`src/rtl/mtlw_pkg.sv`:
```
`default_nettype none

package mtlw_pkg;

  localparam int TASKS_DEFAULT = 4;
  localparam int TASK_IDX_W    = 4;
  localparam int TIME_W        = 32;
  localparam int CMD_W         = 2;
  localparam int APB_ADDR_W    = 3;
  localparam int APB_DATA_W    = 32;

  localparam logic [TIME_W-1:0] MAX_AGE_RESET = 32'd5000;

  // command codes
  localparam logic [CMD_W-1:0] CMD_INIT  = 2'd0;
  localparam logic [CMD_W-1:0] CMD_BEAT  = 2'd1;
  localparam logic [CMD_W-1:0] CMD_QUERY = 2'd2;

  // register index of max_age, taken from the word address bit
  localparam logic REG_MAX_AGE = 1'b0;

  typedef struct packed {
    logic [CMD_W-1:0]      cmd;
    logic [TASK_IDX_W-1:0] task_index;
    logic [TIME_W-1:0]     now;
  } req_t;

  typedef struct packed {
    logic                  all_alive;
    logic [TASK_IDX_W-1:0] stalest_task;
    logic [TIME_W-1:0]     stalest_age;
  } rsp_t;

  typedef enum logic [1:0] {
    ST_IDLE,
    ST_WALK,
    ST_DONE
  } state_t;

  // controller to datapath
  typedef struct packed {
    logic stamp_init;
    logic stamp_beat;
    logic query_start;
    logic walk_step;
    logic out_load;
  } dp_cmd_t;

  // datapath to controller
  typedef struct packed {
    logic walk_last;
  } dp_status_t;

endpackage

`default_nettype wire

```
`src/rtl/mtlw_datapath.sv`:
```
`default_nettype none

module mtlw_datapath
  import mtlw_pkg::*;
#(
  parameter int TASKS = TASKS_DEFAULT
) (
  input  wire logic              clk,
  input  wire logic              rst,
  input  wire req_t              req,
  input  wire logic [TIME_W-1:0] max_age,
  input  wire dp_cmd_t           dp_cmd,
  output dp_status_t             dp_status,
  output rsp_t                   rsp
);

  localparam int IDX_W = (TASKS > 1) ? $clog2(TASKS) : 1;

  logic [TIME_W-1:0] stamps [TASKS];
  logic [TIME_W-1:0] now_q;
  logic [IDX_W-1:0]  idx;
  logic              alive;
  logic [IDX_W-1:0]  worst;
  logic [TIME_W-1:0] peak_age;
  logic [TIME_W-1:0] age;
  logic              beat_ok;

  // wrap-safe age of the task under the walk pointer
  assign age     = now_q - stamps[idx];
  assign beat_ok = {1'b0, req.task_index} < (TASK_IDX_W + 1)'(TASKS);

  assign dp_status.walk_last = (idx == IDX_W'(TASKS - 1));

  always_ff @(posedge clk) begin
    if (rst) begin
      for (int i = 0; i < TASKS; i++) begin
        stamps[i] <= '0;
      end
    end else if (dp_cmd.stamp_init) begin
      for (int i = 0; i < TASKS; i++) begin
        stamps[i] <= req.now;
      end
    end else if (dp_cmd.stamp_beat && beat_ok) begin
      stamps[req.task_index[IDX_W-1:0]] <= req.now;
    end
  end

  always_ff @(posedge clk) begin
    if (dp_cmd.query_start) begin
      now_q    <= req.now;
      idx      <= '0;
      alive    <= 1'b1;
      worst    <= '0;
      peak_age <= '0;
    end else if (dp_cmd.walk_step) begin
      if (age > max_age) begin
        alive <= 1'b0;
      end
      // later index wins a tie
      if (age >= peak_age) begin
        worst    <= idx;
        peak_age <= age;
      end
      if (!dp_status.walk_last) begin
        idx <= idx + 1'b1;
      end
    end
  end

  always_ff @(posedge clk) begin
    if (dp_cmd.out_load) begin
      rsp.all_alive    <= alive;
      rsp.stalest_task <= TASK_IDX_W'(worst);
      rsp.stalest_age  <= peak_age;
    end
  end

endmodule

`default_nettype wire

```
`src/rtl/mtlw_ctrl.sv`:
```
`default_nettype none

module mtlw_ctrl
  import mtlw_pkg::*;
(
  input  wire logic             clk,
  input  wire logic             rst,
  input  wire logic             req_valid,
  input  wire logic [CMD_W-1:0] req_cmd,
  output logic                  req_stall,
  output logic                  rsp_valid,
  input  wire logic             rsp_stall,
  input  wire dp_status_t       dp_status,
  output dp_cmd_t               dp_cmd
);

  state_t state;
  state_t state_next;
  logic   accept;
  logic   out_free;

  assign out_free = !rsp_valid || !rsp_stall;

  always_ff @(posedge clk) begin
    if (rst) begin
      state <= ST_IDLE;
    end else begin
      state <= state_next;
    end
  end

  always_comb begin
    state_next = state;
    unique case (state)
      ST_IDLE: begin
        if (req_valid && req_cmd == CMD_QUERY) begin
          state_next = ST_WALK;
        end
      end
      ST_WALK: begin
        if (dp_status.walk_last) begin
          state_next = ST_DONE;
        end
      end
      ST_DONE: begin
        if (out_free) begin
          state_next = ST_IDLE;
        end
      end
      default: state_next = ST_IDLE;
    endcase
  end

  always_comb begin
    req_stall = 1'b1;
    accept    = 1'b0;
    dp_cmd    = '0;
    unique case (state)
      ST_IDLE: begin
        req_stall          = 1'b0;
        accept             = req_valid;
        dp_cmd.stamp_init  = accept && (req_cmd == CMD_INIT);
        dp_cmd.stamp_beat  = accept && (req_cmd == CMD_BEAT);
        dp_cmd.query_start = accept && (req_cmd == CMD_QUERY);
      end
      ST_WALK: begin
        dp_cmd.walk_step = 1'b1;
      end
      ST_DONE: begin
        dp_cmd.out_load = out_free;
      end
      default: begin
        dp_cmd = '0;
      end
    endcase
  end

  always_ff @(posedge clk) begin
    if (rst) begin
      rsp_valid <= 1'b0;
    end else if (dp_cmd.out_load) begin
      rsp_valid <= 1'b1;
    end else if (!rsp_stall) begin
      rsp_valid <= 1'b0;
    end
  end

endmodule

`default_nettype wire

```
`src/rtl/multi_task_liveness_watchdog_core.sv`:
```
// liveness watchdog over TASKS software tasks, one 32-bit heartbeat stamp each
// request channel (req_valid / req_stall / req) takes init, beat and query words
// init stamps every task with req.now, beat stamps one task (index >= TASKS ignored)
// init and beat give no response word and leave the request side open
// a query walks the stamps one task per cycle through a single subtract/compare,
// so it holds the request side through the walk and until its response is loaded
// response word (rsp_valid / rsp_stall / rsp) appears once the walk is done and
// the output register is free
// the response sits in an output register: while it is stalled, init and beat words
// are still taken, and a further query walks but waits in its last state until
// the earlier response leaves
// max_age is written over the apb port at byte address 0, reset value 5000
// reset (rst, synchronous) zeroes all stamps, empties the output, restores max_age
`default_nettype none

module multi_task_liveness_watchdog_core
  import mtlw_pkg::*;
#(
  parameter int TASKS = TASKS_DEFAULT
) (
  input  wire logic                  clk,
  input  wire logic                  rst,
  // request channel
  input  wire logic                  req_valid,
  output logic                       req_stall,
  input  wire req_t                  req,
  // response channel
  output logic                       rsp_valid,
  input  wire logic                  rsp_stall,
  output rsp_t                       rsp,
  // configuration
  input  wire logic                  psel,
  input  wire logic                  penable,
  input  wire logic                  pwrite,
  input  wire logic [APB_ADDR_W-1:0] paddr,
  input  wire logic [APB_DATA_W-1:0] pwdata,
  output logic      [APB_DATA_W-1:0] prdata,
  output logic                       pready
);

  logic [TIME_W-1:0] max_age;
  logic              cfg_write;
  dp_cmd_t           dp_cmd;
  dp_status_t        dp_status;

  // apb: zero wait states, register picked by the word address bit
  assign pready    = 1'b1;
  assign cfg_write = psel && penable && pwrite && pready;

  always_ff @(posedge clk) begin
    if (rst) begin
      max_age <= MAX_AGE_RESET;
    end else if (cfg_write && paddr[2] == REG_MAX_AGE) begin
      max_age <= pwdata;
    end
  end

  always_comb begin
    unique case (paddr[2])
      REG_MAX_AGE: prdata = max_age;
      default:     prdata = '0;
    endcase
  end

  // sequencing of words and of the stamp walk
  mtlw_ctrl u_ctrl (
    .clk       (clk),
    .rst       (rst),
    .req_valid (req_valid),
    .req_cmd   (req.cmd),
    .req_stall (req_stall),
    .rsp_valid (rsp_valid),
    .rsp_stall (rsp_stall),
    .dp_status (dp_status),
    .dp_cmd    (dp_cmd)
  );

  // stamps, age compare and response register
  mtlw_datapath #(
    .TASKS (TASKS)
  ) u_dp (
    .clk       (clk),
    .rst       (rst),
    .req       (req),
    .max_age   (max_age),
    .dp_cmd    (dp_cmd),
    .dp_status (dp_status),
    .rsp       (rsp)
  );

endmodule

`default_nettype wire

```
`config.mk`:
```
export PLATFORM = sky130hd
export DESIGN_NAME = multi_task_liveness_watchdog_core
export DESIGN_NICKNAME = d
export VERILOG_FILES = /design/src/rtl/mtlw_pkg.sv /design/src/rtl/mtlw_datapath.sv /design/src/rtl/mtlw_ctrl.sv /design/src/rtl/multi_task_liveness_watchdog_core.sv
export SDC_FILE = /design/constraint.sdc
export NUM_CORES = 1
export LEC_CHECK = 0
export BUFFER_PORTS_ARGS = -buffer_cell sky130_fd_sc_hd__buf_2
export CAP_MARGIN = 25
export CORE_MARGIN = 10
export CORE_UTILIZATION = 60
export DETAILED_ROUTE_END_ITERATION = 12
export PLACE_DENSITY = 0.88
export SLEW_MARGIN = 20
export SYNTH_ARGS = -nofsm -noshare
export SYNTH_HDL_FRONTEND = slang
export SYNTH_HIERARCHICAL = 1
export SYNTH_SLANG_ARGS = --single-unit
export TNS_END_PERCENT = 5
```
`constraint.sdc`:
```
create_clock -name clk -period 9.1 [get_ports clk]
set_input_delay 0.91 -clock clk [delete_from_list [all_inputs] [get_ports clk]]
set_output_delay 0.91 -clock clk [all_outputs]
set_load 0.02 [all_outputs]
```
# Word level (Yosys, flattened, before mapping)
# Memory sizes are Yosys's and may differ from the RTL's. A register that Yosys moved wholly into a read port is not among the register bits.
# Cells that the tools add are included.
[op_classes] magnitude_cmp=3 bitwise=6 add_sub_neg=2 n_eq_ne=9 n_reduce_logical=17 n_mux=29
[op_table] cell="32-bit 2-to-1 mux" count=6
[op_table] cell="32-bit >= comparator" count=1
[op_table] cell="32-bit > comparator" count=1
[op_table] cell="32-bit OR reduction" count=1
[op_table] cell="32-bit subtractor" count=1
[op_table] cell="1-bit 2-to-1 mux" count=15
[op_table] cell="2-bit 2-to-1 mux" count=6
[op_table] cell="1-bit logical AND" count=7
[op_table] cell="2-bit == test, second input constant" count=3
[op_table] cell="2-bit by 1-bit != test with 1-bit output, second input constant" count=3
[op_table] cell="2-bit one-hot mux with 3 select lines" count=1
[op_table] cell="2-bit AND reduction" count=3
[op_table] cell="2-bit by 1-bit == test with 1-bit output, second input constant" count=2
[op_table] cell="2-bit logical NOT" count=2
[op_table] cell="4-bit by 3-bit < comparator with 1-bit output, second input constant" count=1
[op_table] cell="1-bit OR" count=4
[op_table] cell="3-bit 2-to-1 mux" count=1
[op_table] cell="3-bit AND reduction" count=1
[op_table] cell="2-bit by 1-bit adder with 2-bit output, second input constant" count=1
[op_table] cell="1-bit logical NOT" count=2
[op_table] cell="2-bit != test, second input constant" count=1
[op_table] cell="1-bit inverter" count=2
[op_table] cell="1-bit logical OR" count=1
[totals] out_inout_bits=72 word_cells=78 ram_bits=128 ff_bits=139 in_bits=80 mem_count=1
[memory_table] name="u_dp.stamps" words=4 word_bits=32 rd=1 rd_clocked_by_memory_dff=1 write_ports=4 line="mtlw_datapath.sv:19" rtl="logic [TIME_W-1:0] stamps [TASKS];"

# Longest topological paths before layout
# Gate-level depths: netlist of the first run.
[logic_depth] depth_word=10 mapped_depth=25 ltp_nobuf=21

# Modules after synthesis
# Netlist of the first run, hierarchy kept.
[by_module_without_submodules] mod="mtlw_datapath" seq_area_each_um2=6636.4 cells_per_inst=1035 instances=1 area_per_inst_um2=12310.6
[by_module_without_submodules] mod="multi_task_liveness_watchdog_core" seq_area_each_um2=640.6 cells_per_inst=177 instances=1 area_per_inst_um2=1672.9
[by_module_without_submodules] mod="mtlw_ctrl" seq_area_each_um2=60.1 cells_per_inst=20 instances=1 area_per_inst_um2=180.2

# Least setup slack after synthesis of the first run
# No wires, ideal clock.
[synth_timing] path_type="reg2reg" from="register with a tool-made name" to="register u_dp.peak_age[29]" required_time_ps=8966 n_path_buf=2 setup_ps=134 arrival_ps=5227 synth_period_minus_slack_ps=5361 setup_slack_ps=3739 stages_incl_launch_ff=23 cell_sequence="dfxtp_1 -> clkbuf_1 -> buf_1 -> mux4_2 -> inv_1 -> ha_1 -> a21o_1 -> a221oi_2 -> a2111oi_2 -> a211oi_2 -> a211o_1 -> a21boi_0 -> or3_1 -> and2_1 -> ha_1 -> a21o_1 -> a21o_1 -> a21oi_1 -> o21ai_0 -> nand2_1 -> o21ai_1 -> and3_1 -> or4_1"
[synth_lines] item="end signal: assignment" line="mtlw_datapath.sv:62" rtl="peak_age <= age;"
[synth_lines] item="end: declaration" line="mtlw_datapath.sv:24" rtl="logic [TIME_W-1:0] peak_age;"

==> summary.txt, run 1 <==
Outcome
  • Status: complete, no violations

Timing
  • Maximum clock frequency: 153 MHz
  • Total Neg Setup Slack: 0 ns
  • Crit path time final: 6.53 ns
  • Slew HR: 0.327
  • Clk_skew: 0.0270 ns
  • Worst Tran Pin Value: 1.01 ns
  • Tcrit/Tclk final: 0.718
  • Final Max Tran Viols: 0
  • Fin. Hold Viols: 0
  • RSZ-0062 raised after global routing: false
  • Worst setup margin: 2.57 ns
  • Final setup fails: 0

Synth
  • Number of synthesized register bits: 269
  • Post-synthesis cell area: 14,200 um2
  • Synth Warn #: 6
  • EDFF count, synth: 195
  • Post-synthesis cell count: 1,232
  • Seq/Total Area, Yosys: 0.518
  • Async SR Flop Fraction: 0
  • Main synth FF type: edfxtp_1
  • Post-synth cell types: 71
  • Post-Syn Area per Cell: 11.5 um2

Cells and area
  • Most frequent cells in the layout: edfxtp_1, buf_2, and2_1
  • Fraction of layout cells with a size suffix above 1: 0.180
  • Non-Filler Instances: 1,711
  • FILL cells: 1,628
  • Syn-to-layout area delta: 13.1%
  • Commonest non-fill, non-tap cell in the layout: edfxtp_1
  • Post-route cell area: 16,000 um2
  • Nets: 1,545

Placement
  • Final HPWL DP: 22,700 um
  • Place WS: 2.54 ns
  • RD Place Congestion: 0.873
  • Area post-placement: 15,200 um2
  • I/O Buffers: 146
  • Placed cell count: 1,658

GRT
  • Global Route Usage Sum: 0.209
  • Total congestion overflow: 0
  • Largest net degree at the start of global routing: 77
  • Antenna violations before repair: 7
  • Vias in the first global route: 9,847
  • First-pass GRT wire length: 52,100 um

Die
  • Die H: 174 um
  • Ports: 152
  • Initial Util: 0.607
  • Die Footprint: 30,200 um2
  • Site row count: 56
  • Core area: 23,300 um2
  • Die W: 174 um

Hold path
  • Hold Crit Class: reg -> reg
  • Worst Hold Endpoint: u_dp/rsp[30]
  • Hold Crit Start: u_dp/peak_age[30]
  • Hold path cells: 0

Setup path
  • CP Cell Sequence: buf_4 -> mux4_2 -> inv_1 -> ha_1 -> and3_1 -> a221oi_2 -> a2111oi_2 -> a211oi_2 -> a31oi_2 -> xnor2_1 -> ha_1 -> a21o_1 -> a21oi_1 -> nand2_1 -> a311oi_1 -> o21a_1 -> buf_4 -> nand2_1 -> a21oi_1
  • CP Data Arrival Time: 6.97 ns
  • Critical-path top delay cell: dfxtp_2
  • R2r endpoint: u_dp/peak_age[12]
  • CP peak stage delay: 0.74 ns
  • Reg2reg setup slack: 2.57 ns
  • Endpoint class of the critical path: register
  • Setup CP Type: reg -> reg
  • Critical Path Fanout Max: 29
  • Worst endpoint required time: 9.54 ns
  • CP Launch Type: register
  • Worst reg2reg path depth: 19

Job
  • # Max-Cap Violations: 0

Route
  • Routed WL per cell: 19.2 um
  • Via density: 5.73
  • WL final: 32,900 um
  • DR vias: 9,797
  • Routed Antenna Nets: 0
  • 1st-pass router iterations: 5
  • 1st-iter DRT viols: 939
  • Drt drc: 0

Pwr
  • Power, Total: 4510 uW
  • Pleak: 0.00643 uW
  • Power Density: 281 nW/um2
  • Maximum VDD drop: 0.132 mV

Clocking
  • Reg clk slew, reported paths: 0.06 ns
  • Bufs on Longest Clock Path: 3
  • CTS Sinks: 269
  • Post_cts resized: 0
  • Post-CTS Hold Fix Bufs: 0
  • Post-CTS Repair Setup Buffers: 0
  • TritonCTS clock tree: yes
  • Clock root buffer: clkbuf_16
  • TritonCTS buffer count: 27
  • Htree depth: 1
  • Later-pin clock latency in the skew report: 0.54 ns
flip-flops by register name (all words and copies together), names as in the netlist, named ones only:
signal and count:
u_dp/stamps 128, u_dp/rsp 35, max_age 32, u_dp/now_q 32
u_dp/peak_age 32, u_ctrl/state 2, u_dp/idx 2, u_dp/worst 2
u_ctrl/rsp_valid 1, u_dp/alive 1
stage by stage:
| step | util | hold slack (ns) |
|---|---|---|
| after global placement | 0.649 | 0.415 |
| after CTS | 0.686 | 0.433 |
| after global routing | 0.686 | 0.441 |
| final | 0.687 | 0.435 |
| after detailed placement | 0.650 | 0.418 |
| after floorplan | - | 0.408 |
power by group:
part / total [uW] / internal (uW) / switching, uW / leakage, uW
logic: 1900 / 826 / 1070 / 0.00347
clock network: 1060 / 605 / 453 / 0.000408
registers: 1550 / 1460 / 98.3 / 0.00256
total: 4510 / 2890 / 1620 / 0.00643
synth_stat cells, types with 4 or more instances:
master | instances | share of area
mux4_2 | 32 | 0.051
nor2b_1 | 37 | 0.016
mux2i_1 | 33 | 0.023
inv_1 | 106 | 0.028
o21ai_0 | 24 | 0.0085
and3_1 | 6 | 0.0027
nor2_1 | 47 | 0.012
nor3_1 | 8 | 0.0028
clkbuf_1 | 38 | 0.010
o21a_1 | 6 | 0.0032
a21o_1 | 40 | 0.021
a211o_1 | 4 | 0.0025
a211oi_1 | 11 | 0.0058
nand2b_1 | 60 | 0.027
dfxtp_1 | 74 | 0.10
edfxtp_1 | 195 | 0.41
nand3_1 | 12 | 0.0042
ha_1 | 96 | 0.085
nand4_1 | 23 | 0.010
a21oi_1 | 72 | 0.025
nand2_1 | 65 | 0.017
and2_1 | 132 | 0.058
or4_1 | 6 | 0.0032
xor2_1 | 8 | 0.0049
xnor2_1 | 18 | 0.011
buf_4 | 4 | 0.0021
buf_1 | 4 | 0.0011
cell type report:
type                            count  area, um2  area share
Multi-Input combinational cell    805       6190       0.387
Clock buffer                       35        706      0.0440
Antenna cell                        5       12.5    0.000781
Tap cell                          319        399      0.0249
Sequential cell                   269       7340       0.458
Inverter                          106        398      0.0248
Timing Repair Buffer              159        848      0.0529
Clock inverter                     13        126     0.00789
routing by layer:
metal  vias to the layer above  global-route usage  share of wire
met1                      4704               0.264           0.42
met2                       384               0.350           0.47
met4                         4              0.0563          0.018
met3                        48              0.0545          0.086
li1                       4657                   -              -
met5                         -                   0        0.00088
logic make-up after synthesis:
family                   share of synthesized area
AO/OA/AOI/OAI                               0.0889
XOR/XNOR                                    0.0161
adder cells (fa/ha/maj)                     0.0862
buffers and inverters                       0.0474
flip-flops                                   0.518
multiplexers                                0.0742
other                                     0.000530
AND/OR/NAND/NOR                              0.169
worst max path at each step:
stage,end
after floorplan,u_dp/peak_age[29]
after global placement,u_dp/peak_age[2]
after detailed placement,u_dp/peak_age[20]
after CTS,u_dp/peak_age[12]
after global routing,u_dp/peak_age[20]
final,u_dp/peak_age[12]
critical path: cells and delay by family (launching register included):
family | cells | cell delay [ns]
xor+xnor | 1 | 0.36
flops | 1 | 0.74
mux | 1 | 0.55
simple gates | 3 | 0.47
buf+inv | 3 | 0.91
compound gates | 9 | 2.75
fa+ha+maj | 2 | 0.62
No activity file was read; power rests on OpenSTA's default activity.
==> run 2, diff against run 1 <==
CORE_UTILIZATION = 59   (was 60)
PLACE_DENSITY = 0.87   (was 0.88)
clock period = 6.3 ns   (was 9.1 ns; I/O delays follow)
==> summary.txt, run 2 (same netlist as run 1, synthesis figures left out) <==
Placement
  • I/O Buffers: 146
  • RD Place Congestion: 0.864
  • Final HPWL DP: 22,600 um
  • Place WS: 0.632 ns

Timing
  • RSZ-0062 raised after global routing: false
  • Total Neg Setup Slack: 0 ns
  • Worst Tran Pin Value: 0.990 ns
  • Final setup fails: 0
  • Maximum clock frequency: 174 MHz
  • Worst setup margin: 0.542 ns
  • Fin. Hold Viols: 0
  • Final Max Tran Viols: 0
  • Crit path time final: 5.76 ns
  • Slew HR: 0.340
  • Worst hold slack: 0.317 ns
  • Clk_skew: 0.0115 ns
  • Tcrit/Tclk final: 0.914

Setup path
  • Worst endpoint required time: 6.71 ns
  • Worst reg2reg path depth: 19
  • CP Data Arrival Time: 6.17 ns
  • Critical Path Fanout Max: 12
  • Endpoint class of the critical path: register
  • Setup CP Type: reg -> reg
  • Reg2reg setup slack: 0.54 ns
  • R2r endpoint: u_dp/peak_age[29]
  • CP Launch Type: register

Route
  • 1st-pass router iterations: 5
  • Routed WL per cell: 19.1 um
  • Routed Antenna Nets: 0
  • 1st-iter DRT viols: 894
  • Via density: 5.72
  • DR vias: 9,785
  • Drt drc: 0
  • WL final: 32,700 um

Hold path
  • Hold Crit Class: in -> reg
  • Hold path cells: 1
  • Worst Hold Endpoint: u_dp/now_q[5]
  • Hold Crit Start: req[5]

Clocking
  • Post-CTS Hold Fix Bufs: 0
  • Post-CTS Repair Setup Buffers: 0
  • TritonCTS buffer count: 27
  • Post_cts resized: 0
  • Later-pin clock latency in the skew report: 0.53 ns
  • Bufs on Longest Clock Path: 3
  • Reg clk slew, reported paths: 0.07 ns
  • Clock root buffer: clkbuf_16
  • CTS Sinks: 269
  • TritonCTS clock tree: yes
  • Htree depth: 1

GRT
  • Vias in the first global route: 9,712
  • Global Route Usage Sum: 0.205
  • Antenna violations before repair: 6
  • First-pass GRT wire length: 51,600 um
  • Total congestion overflow: 0
  • Largest net degree at the start of global routing: 77

Pwr
  • Maximum VDD drop: 0.222 mV
  • Pleak: 0.00642 uW
  • Power Density: 401 nW/um2

Cells and area
  • Syn-to-layout area delta: 12.7%
  • Number of flip-flops in the largest register: 128
  • Commonest non-fill, non-tap cell in the layout: edfxtp_1
  • Largest registers: u_dp/stamps x128, u_dp/rsp x35
  • FILL cells: 1,625
  • Most flops, register: u_dp/stamps
  • Nets: 1,549
  • Most frequent cells in the layout: edfxtp_1, buf_2, and2_1
  • Fraction of layout cells with a size suffix above 1: 0.181

Die
  • Initial Util: 0.602
  • Die W: 175 um
  • Die H: 175 um
  • Core area: 23,500 um2
  • Site row count: 56
  • Die Footprint: 30,600 um2
  • Ports: 152

Job
  • # Max-Cap Violations: 0

Outcome
  • Status: complete, no violations
-- run 2: critical path, stage by stage, from the launching register on --
cell      delay (ns)
dfxtp_2         0.59
buf_4           0.24
mux4_2          0.51
inv_1           0.07
ha_1            0.29
a21oi_1         0.17
o21ai_0         0.13
nor3_1          0.43
a211o_1         0.31
and3_1          0.22
xnor2_1         0.23
ha_1            0.33
a21o_1          0.18
a21o_1          0.17
a21oi_1         0.24
nand2_1         0.13
a311oi_1        0.53
o21a_1          0.28
nor4_1          0.07
or4_1           0.52
-- run 2: layout make-up --
type / instances / area (um2) / area share
well taps: 319 / 399 / 0.0250
clock inverters: 15 / 66.3 / 0.00415
clock buffers: 32 / 694 / 0.0435
diodes: 2 / 5.00 / 0.000313
repair buffers: 163 / 878 / 0.0550
inverters: 106 / 398 / 0.0249
multi-input cells: 805 / 6190 / 0.388
flip-flops and latches: 269 / 7340 / 0.460
-- run 2: routing by layer --
metal / GRT usage / vias to the layer above / part of all wire / wire, um
met5: 0 / - / 0.0017 / 56
met4: 0.0544 / 8 / 0.019 / 634
met3: 0.0500 / 64 / 0.090 / 2940
met2: 0.342 / 400 / 0.47 / 15200
met1: 0.263 / 4661 / 0.42 / 13800
li1: - / 4652 / - / -
-- run 2: worst max-delay path by stage --
stage / endpoint / slack [ns] / from / depth (start not counted)
finish: u_dp/peak_age[29] / 0.54 / register / 19
global route: u_dp/peak_age[13] / 0.13 / register / 20
global placement: u_dp/peak_age[29] / 0.70 / register / 18
detailed placement: u_dp/peak_age[29] / 0.63 / register / 19
CTS: u_dp/peak_age[20] / 0.52 / register / 20
floorplan: u_dp/peak_age[29] / 0.94 / register / 22
-- run 2: per-stage QoR --
step	std cells	area [um2]	power, uW	util
after floorplan	1233	14200	4280	-
after global placement	1661	15200	4810	0.645
after detailed placement	1662	15200	4960	0.646
after CTS	1709	16000	6410	0.678
after global routing	1709	16000	6840	0.678
final	1711	16000	6410	0.678
-- run 2: where the power goes --
group,switching (uW),internal (uW),total [uW]
registers,130,2100,2230
clock network,640,778,1420
logic,1550,1200,2760
